`src/rtl/occ_pkg.sv`:
```
package occ_pkg;

    localparam int GRID_W  = 512;
    localparam int GRID_H  = 512;
    localparam int CELLS   = GRID_W * GRID_H;
    localparam int CELL_AW = $clog2(CELLS);
    localparam int CNT_W   = CELL_AW + 1;
    localparam int COORD_W = 9;
    localparam int CMP_W   = 13;
    localparam int SCORE_W = 7;
    localparam int ERR_W   = 12;

    localparam logic [1:0] CMD_RAY   = 2'd0;
    localparam logic [1:0] CMD_DECAY = 2'd1;
    localparam logic [1:0] CMD_READ  = 2'd2;

    localparam logic [1:0] CLS_UNKNOWN  = 2'd0;
    localparam logic [1:0] CLS_FREE     = 2'd1;
    localparam logic [1:0] CLS_OCCUPIED = 2'd2;

    localparam logic [2:0] REG_HIT_STEP   = 3'd0;
    localparam logic [2:0] REG_MISS_STEP  = 3'd1;
    localparam logic [2:0] REG_FLOOR      = 3'd2;
    localparam logic [2:0] REG_CEILING    = 3'd3;
    localparam logic [2:0] REG_OCC_LEVEL  = 3'd4;
    localparam logic [2:0] REG_FREE_LEVEL = 3'd5;
    localparam logic [2:0] REG_DECAY_STEP = 3'd6;
    localparam logic [2:0] REG_CLR_NO_HIT = 3'd7;

    typedef struct packed {
        logic load;
        logic cnt_inc;
        logic clr_wr;
        logic dec_rd;
        logic walk_rd;
        logic walk_wr;
        logic set_blocked;
        logic end_rd;
        logic end_wr;
        logic read_rd;
        logic read_eval;
        logic out_load;
    } t_dp_cmd;

    typedef struct packed {
        logic [1:0] cmd;
        logic       ends_ok;
        logic       walk_en;
        logic       walk_done;
        logic       pos_in_grid;
        logic       wall;
        logic       end_apply;
        logic       read_in_grid;
        logic       cnt_last;
        logic       out_busy;
    } t_dp_sts;

endpackage

```
`src/rtl/occ_ctrl.sv`:
```
module occ_ctrl import occ_pkg::*; (
    input  logic    i_clk,
    input  logic    i_rst_n,
    input  logic    i_valid,
    input  logic    i_out_ready,
    input  t_dp_sts i_sts,
    output logic    o_ready,
    output t_dp_cmd o_cmd
);

    typedef enum logic [11:0] {
        S_CLEAR = 12'b000000000001,
        S_IDLE  = 12'b000000000010,
        S_START = 12'b000000000100,
        S_WRD   = 12'b000000001000,
        S_WEV   = 12'b000000010000,
        S_ERD   = 12'b000000100000,
        S_EEV   = 12'b000001000000,
        S_DEC   = 12'b000010000000,
        S_DFL   = 12'b000100000000,
        S_RRD   = 12'b001000000000,
        S_REV   = 12'b010000000000,
        S_DONE  = 12'b100000000000
    } t_state;

    t_state r_state, n_state;

    assign o_ready = (r_state == S_IDLE);

    always_comb begin
        n_state = r_state;
        o_cmd   = '0;
        case (r_state)
            S_CLEAR: begin
                o_cmd.clr_wr  = 1'b1;
                o_cmd.cnt_inc = 1'b1;
                if (i_sts.cnt_last) n_state = S_IDLE;
            end
            S_IDLE: begin
                if (i_valid) begin
                    o_cmd.load = 1'b1;
                    n_state    = S_START;
                end
            end
            S_START: begin
                case (i_sts.cmd)
                    CMD_RAY: begin
                        if (!i_sts.ends_ok) n_state = S_DONE;
                        else if (i_sts.walk_en) n_state = S_WRD;
                        else n_state = S_ERD;
                    end
                    CMD_DECAY: n_state = S_DEC;
                    CMD_READ:  n_state = S_RRD;
                    default:   n_state = S_DONE;
                endcase
            end
            S_WRD: begin
                if (i_sts.walk_done || !i_sts.pos_in_grid) begin
                    n_state = S_ERD;
                end else begin
                    o_cmd.walk_rd = 1'b1;
                    n_state       = S_WEV;
                end
            end
            S_WEV: begin
                if (i_sts.wall) begin
                    o_cmd.set_blocked = 1'b1;
                    n_state           = S_ERD;
                end else begin
                    o_cmd.walk_wr = 1'b1;
                    n_state       = S_WRD;
                end
            end
            S_ERD: begin
                if (i_sts.end_apply) begin
                    o_cmd.end_rd = 1'b1;
                    n_state      = S_EEV;
                end else begin
                    n_state = S_DONE;
                end
            end
            S_EEV: begin
                o_cmd.end_wr = 1'b1;
                n_state      = S_DONE;
            end
            S_DEC: begin
                o_cmd.dec_rd  = 1'b1;
                o_cmd.cnt_inc = 1'b1;
                if (i_sts.cnt_last) n_state = S_DFL;
            end
            S_DFL: n_state = S_DONE;
            S_RRD: begin
                if (i_sts.read_in_grid) begin
                    o_cmd.read_rd = 1'b1;
                    n_state       = S_REV;
                end else begin
                    n_state = S_DONE;
                end
            end
            S_REV: begin
                o_cmd.read_eval = 1'b1;
                n_state         = S_DONE;
            end
            S_DONE: begin
                if (!i_sts.out_busy || i_out_ready) begin
                    o_cmd.out_load = 1'b1;
                    n_state        = S_IDLE;
                end
            end
            default: n_state = S_CLEAR;
        endcase
    end

    always_ff @(posedge i_clk) begin
        if (!i_rst_n) r_state <= S_CLEAR;
        else r_state <= n_state;
    end

endmodule

```
`config.mk`:
```
export PLATFORM = sky130hd
export DESIGN_NAME = occ_ctrl
export DESIGN_NICKNAME = d
export VERILOG_FILES = /design/src/rtl/occ_pkg.sv /design/src/rtl/occ_ctrl.sv
export SDC_FILE = /design/constraint.sdc
export NUM_CORES = 1
export LEC_CHECK = 0
export BUFFER_PORTS_ARGS = -buffer_cell sky130_fd_sc_hd__buf_2
export CORE_MARGIN = 2
export CORE_UTILIZATION = 35
export CTS_CLUSTER_DIAMETER = 60
export DETAILED_ROUTE_END_ITERATION = 8
export SLEW_MARGIN = 20
export SYNTH_ARGS = -nofsm -noshare
export SYNTH_HDL_FRONTEND = slang
export SYNTH_SLANG_ARGS = --single-unit
export TNS_END_PERCENT = 100
```
`constraint.sdc`:
```
create_clock -name i_clk -period 1.9 [get_ports i_clk]
set_input_delay 0.285 -clock i_clk [delete_from_list [all_inputs] [get_ports i_clk]]
set_output_delay 0.285 -clock i_clk [all_outputs]
set_load 0.02 [all_outputs]
```
# Yosys cells after proc, flatten, opt, wreduce, memory -nomap -nowiden
# Index checks and enable logic that the tools add are counted.
op_classes:
  eq_ne: 18
  mux: 30
  n_reduce_logical: 8
ops:
  columns: ["op", "count"]
  rows:
  - ["$pmux W12 S10", 1]
  - ["$mux W12", 7]
  - ["$pmux W12 S3", 1]
  - ["$mux W6", 3]
  - ["$mux W1", 17]
  - ["$eq A12 B1 Y1 const B", 1]
  - ["$eq A12 B10 Y1 const B", 1]
  - ["$eq A12 B11 Y1 const B", 1]
  - ["$eq A12 B12 Y1 const B", 1]
  - ["$eq A12 B2 Y1 const B", 1]
  - ["$eq A12 B3 Y1 const B", 1]
  - ["$eq A12 B4 Y1 const B", 1]
  - ["$eq A12 B5 Y1 const B", 1]
  - ["$eq A12 B6 Y1 const B", 1]
  - ["$eq A12 B7 Y1 const B", 1]
  - ["$eq A12 B8 Y1 const B", 1]
  - ["$eq A12 B9 Y1 const B", 1]
  - ["$ne A2 B2 Y1 const B", 4]
  - ["$reduce_and A4 Y1", 1]
  - ["$reduce_or A3 Y1", 1]
  - ["$eq A2 B1 Y1 const B", 1]
  - ["$eq A2 B2 Y1 const B", 1]
  - ["$logic_not A1 Y1", 2]
  - ["$logic_not A2 Y1", 1]
  - ["3 further kinds", 4]
word_totals:
  regBits: 12
  output_inout_bits: 13
  elab_cells: 57

# Depth between registers and ports, before layout
logic_depth:
  word_depth: 4
  depth_mapped: 6
  mapped_depth_nobuf: 5

# Least setup slack after synthesis
# No wires, ideal clock.
synth_path:
  path_kind: "reg2reg"
  from: "register r_state[5]"
  to: "register r_state[1]"
  setup_time_ns: 0.116
  t_arrival_ns: 1.943
  required_time_ns: 1.784
  slack_ns: -0.158
  path_stages_with_launch: 7
  n_path_buf: 1
  synth_period_minus_slack_ns: 2.058
  cell_sequence: "dfxtp_1 > buf_6 > or4_4 > nor3_2 > or2_1 > nand2_1 > and3b_1"
synth_via:
  elab_chain_cells: 3
synth_lines:
  columns: ["item", "line_no", "text"]
  rows:
  - ["start, declared", "occ_ctrl.sv:26", "t_state r_state, n_state;"]
  - ["start signal, assigned", "occ_ctrl.sv:116", "else r_state <= n_state;"]
  - ["$eq A12 B11 Y1, or another cell as far along", "occ_ctrl.sv:33", "case (r_state)"]
  - ["$reduce_or A3 Y1 (no line) or $ne A2 B2 Y1 (tied branches)", null, null]
  - ["$pmux W12 S10 or $reduce_and A4 Y1 (tied branches)", null, null]
# Several ways; a longest one is shown, not always the timed one.
# A chain may end at the register's enable or synchronous reset.

==> impl_results.md <==
* Status: finished with violations
* Failing checks: setup timing
* Vias in the first global route at 1024
* Post-DP Area at 1190 µm²
* Pleak at 0.000779 µW
* Sequential share of power at 0.284
* DRC viols at 0
* Avg Inst Size Synth at 8.13 µm²
* # setup viols final at 18
* Cts hold-fix bufs at 0
* Worst Path Required at 1.62 ns
* Worst vdd ir at 0.480 mV
* CTS tree: yes
* Routing usage on met1 at 0.273
* GR peak layer: met2
* Number of placed I/O pins at 28
* Worst hold stages at 3
* GR Layer Usage met2 at 0.385
* Nets at 189
* Clock Latency Late Sink at 0.29 ns
* RSZ-0062 raised after global routing: true
* Placeable core area at 2280 µm²
* Max Cap Viol at 0
* Max H-tree Level at 1
* Input/output buffers at 27
* Routed Antenna Nets at 0
* Fmax at 455 MHz
* CP bufs+invs at 1
* Critical path's slowest cell: or4_4
* Total number of vias at 1077
* Post-Synthesis Cells at 106
* Top flop regs: r_state: 12 flops
* Crit path max fanout at 3
* P&R area growth vs syn at 90.6%
* Clock power share at 0.216
* Final worst-path cycle share at 1.16
* Layout Cell Area excl Fill at 1640 µm²
* CP startpoint kind: flop
* Crit Path Category: flop to output port
* Crit-path leading delay family: simple AND/OR/NAND/NOR gates
* Total track usage at 0.223
* Reg with most FFs: r_state
* Inserted Clock Buffers at 3
* Worst reg-to-reg path cell count at 8
* CTS max path bufs at 2
* Max reg flops at 12
* Die width at 53.6 µm
* P_sw at 341 µW
* Crit-path max cell delay at 0.57 ns
* Worst slack, placed at -0.0225 ns
* Most common cell after layout, fill and taps aside: buf_4
* Vias/cell at 5.36
* Die H at 53.6 µm
* Register area share after synthesis at 0.279
* Post-synth cell types at 45
* Initial antenna violation count at 0
* PD cells at 621 nW/µm²
* Max_slew headroom at 0.677
* Synth Cell Area at 862 µm²
* Post-DP HPWL at 1910 µm
* #FFs+latches synth at 12
* CP Depth at 5
* Gr ovfl total at 0
* CP cell instances: or4_4, nor2_4, nand4b_1, nor3b_4, buf_6
* Fraction of layout cells with a size suffix above 1 at 0.653
* Worst-path clk slew at 0.09 ns
* Combinational Power Share at 0.500
* Slew Viols, Final at 0
* Clk sinks at 12
* Worst Slack Setup Final at -0.300 ns
* Grt met3 use at 0.0333
* Most frequent cells in the layout: buf_4, buf_6, buf_2
* Hold Slack at 0.238 ns
* CP endpoint kind: output port
* CTS Root Cell: clkbuf_4
* Placer Congestion at 0.853
* Antenna Diode Count at 0
* Sw frac at 0.334
* Initial core utilization at 0.379
* Synth warn at 0
* Pin count of the biggest net entering global routing at 11
* Internal power component at 680 µW
* Die Area at 2880 µm²
* Tightest Pin Transition at 0.481 ns
* Min cycle time layout at 2.20 ns
* Hold Fails Final Rpt at 0
* First-pass GRT wire length at 4520 µm
* 1st-iter DRT viols at 22
* Routed length per instance at 15.1 µm
* Routed WL at 3030 µm
* Syn_nets at 121
* Worst Hold Class: primary input to flop
* Worst Skew at 0.00537 ns
* Worst path arrival time at 1.91 ns
* DRT Pass-1 Iters at 4
* Cell Rows at 17
==> worst min-delay path: stages <==
cell	delay, ns
buf_2	0.11
nand2_2	0.06
nor2_1	0.04
==> power by group through the flow <==
stage | Combinational, µW | Sequential (µW) | Clock [µW]
3_3_place_gp | 302 | 286 | 0
4_1_cts | 434 | 292 | 223
6_report | 510 | 290 | 221
5_1_grt | 550 | 294 | 230
2_1_floorplan | 170 | 289 | 0
3_5_place_dp | 302 | 285 | 0
==> final timing paths <==
| path | startpoint | to | slack (ns) |
|---|---|---|---|
| worst max-delay path | r_state[5]$_SDFFE_PN0P_ | o_cmd[7] | -0.30 |
| worst min-delay path | i_valid | r_state[2]$_SDFFE_PN0P_ | 0.24 |
| worst max register to register | r_state[5]$_SDFFE_PN0P_ | r_state[5]$_SDFFE_PN0P_ | -0.21 |
| worst min register to register | r_state[7]$_SDFFE_PN0P_ | r_state[8]$_SDFFE_PN0P_ | 0.70 |
==> kinds of logic (layout without fill, tap and decap cells) <==
family / count (synthesis) / after routing / synth area share
simple gates: 66 / 66 / 0.512
compound gates: 15 / 15 / 0.125
flops: 12 / 12 / 0.279
buf+inv: 10 / 77 / 0.0537
xor+xnor: 3 / 3 / 0.0305
==> per-layer routing <==
metal | vias up | routed length, µm
li1 | 534 | -
met1 | 510 | 1350
met2 | 31 | 1530
met3 | 2 | 134
met4 | 0 | 21
met5 | - | 0
==> cell type report <==
class                   count  area (µm²)
clock buffers               4        36.3
flip-flops and latches     12         256
well taps                  28        35.0
inverters                   6        22.5
repair buffers             67         541
fillers                   164         633
multi-input cells          84         752
==> timing repair <==
item / CTS / global route
setup buffers: 12 / 8
setup endpoints to repair: 12 / 19
pin swaps: 12 / 14
gates cloned: 0 / 0
resized for setup: 46 / 30
hold endpoints to repair: 0 / 0
==> metrics by stage <==
step                 util  setup TNS (ns)  std cells  power [µW]
floorplan               -          -0.118        106         459
global placement    0.523         -0.0161        179         588
detailed placement  0.523         -0.0225        179         588
CTS                 0.651           -1.81        195         949
global route        0.722           -3.86        201        1070
finish              0.722           -2.83        201        1020
==> synthesized netlist by cell type <==
library cell | count | area (µm²)
o311ai_1 | 1 | 8.76
nand4b_1 | 1 | 8.76
inv_1 | 6 | 22.5
and2_1 | 3 | 18.8
o21ai_0 | 3 | 15.0
and3_1 | 6 | 37.5
nor4_1 | 7 | 43.8
nor2b_1 | 2 | 12.5
buf_2 | 1 | 5.00
or2_1 | 1 | 6.26
nor3_1 | 5 | 25.0
or4_4 | 1 | 11.3
a21o_1 | 1 | 7.51
buf_6 | 1 | 11.3
or4b_2 | 1 | 10.0
o21a_1 | 2 | 15.0
o31a_1 | 2 | 17.5
o22ai_1 | 1 | 6.26
clkbuf_1 | 1 | 3.75
and4_1 | 2 | 17.5
and3b_1 | 1 | 8.76
nor3_2 | 1 | 10.0
a21boi_1 | 1 | 7.51
o2111ai_1 | 1 | 8.76
nor4_4 | 1 | 21.3
dfxtp_1 | 12 | 240
or2b_2 | 1 | 8.76
buf_1 | 1 | 3.75
xor2_1 | 3 | 26.3
nand3b_1 | 1 | 7.51
nor4bb_1 | 1 | 10.0
nand2_1 | 7 | 26.3
nand2b_1 | 2 | 12.5
nand3_1 | 3 | 15.0
nor3b_2 | 1 | 12.5
a2111o_1 | 1 | 11.3
nor4b_1 | 1 | 8.76
or4_1 | 3 | 22.5
nor2_4 | 1 | 11.3
nor3b_1 | 1 | 7.51
nor2_1 | 9 | 33.8
and4b_1 | 1 | 10.0
or3b_2 | 1 | 8.76
a21oi_1 | 2 | 10.0
nand4b_2 | 1 | 15.0
Power figures use the tool's default switching activity.
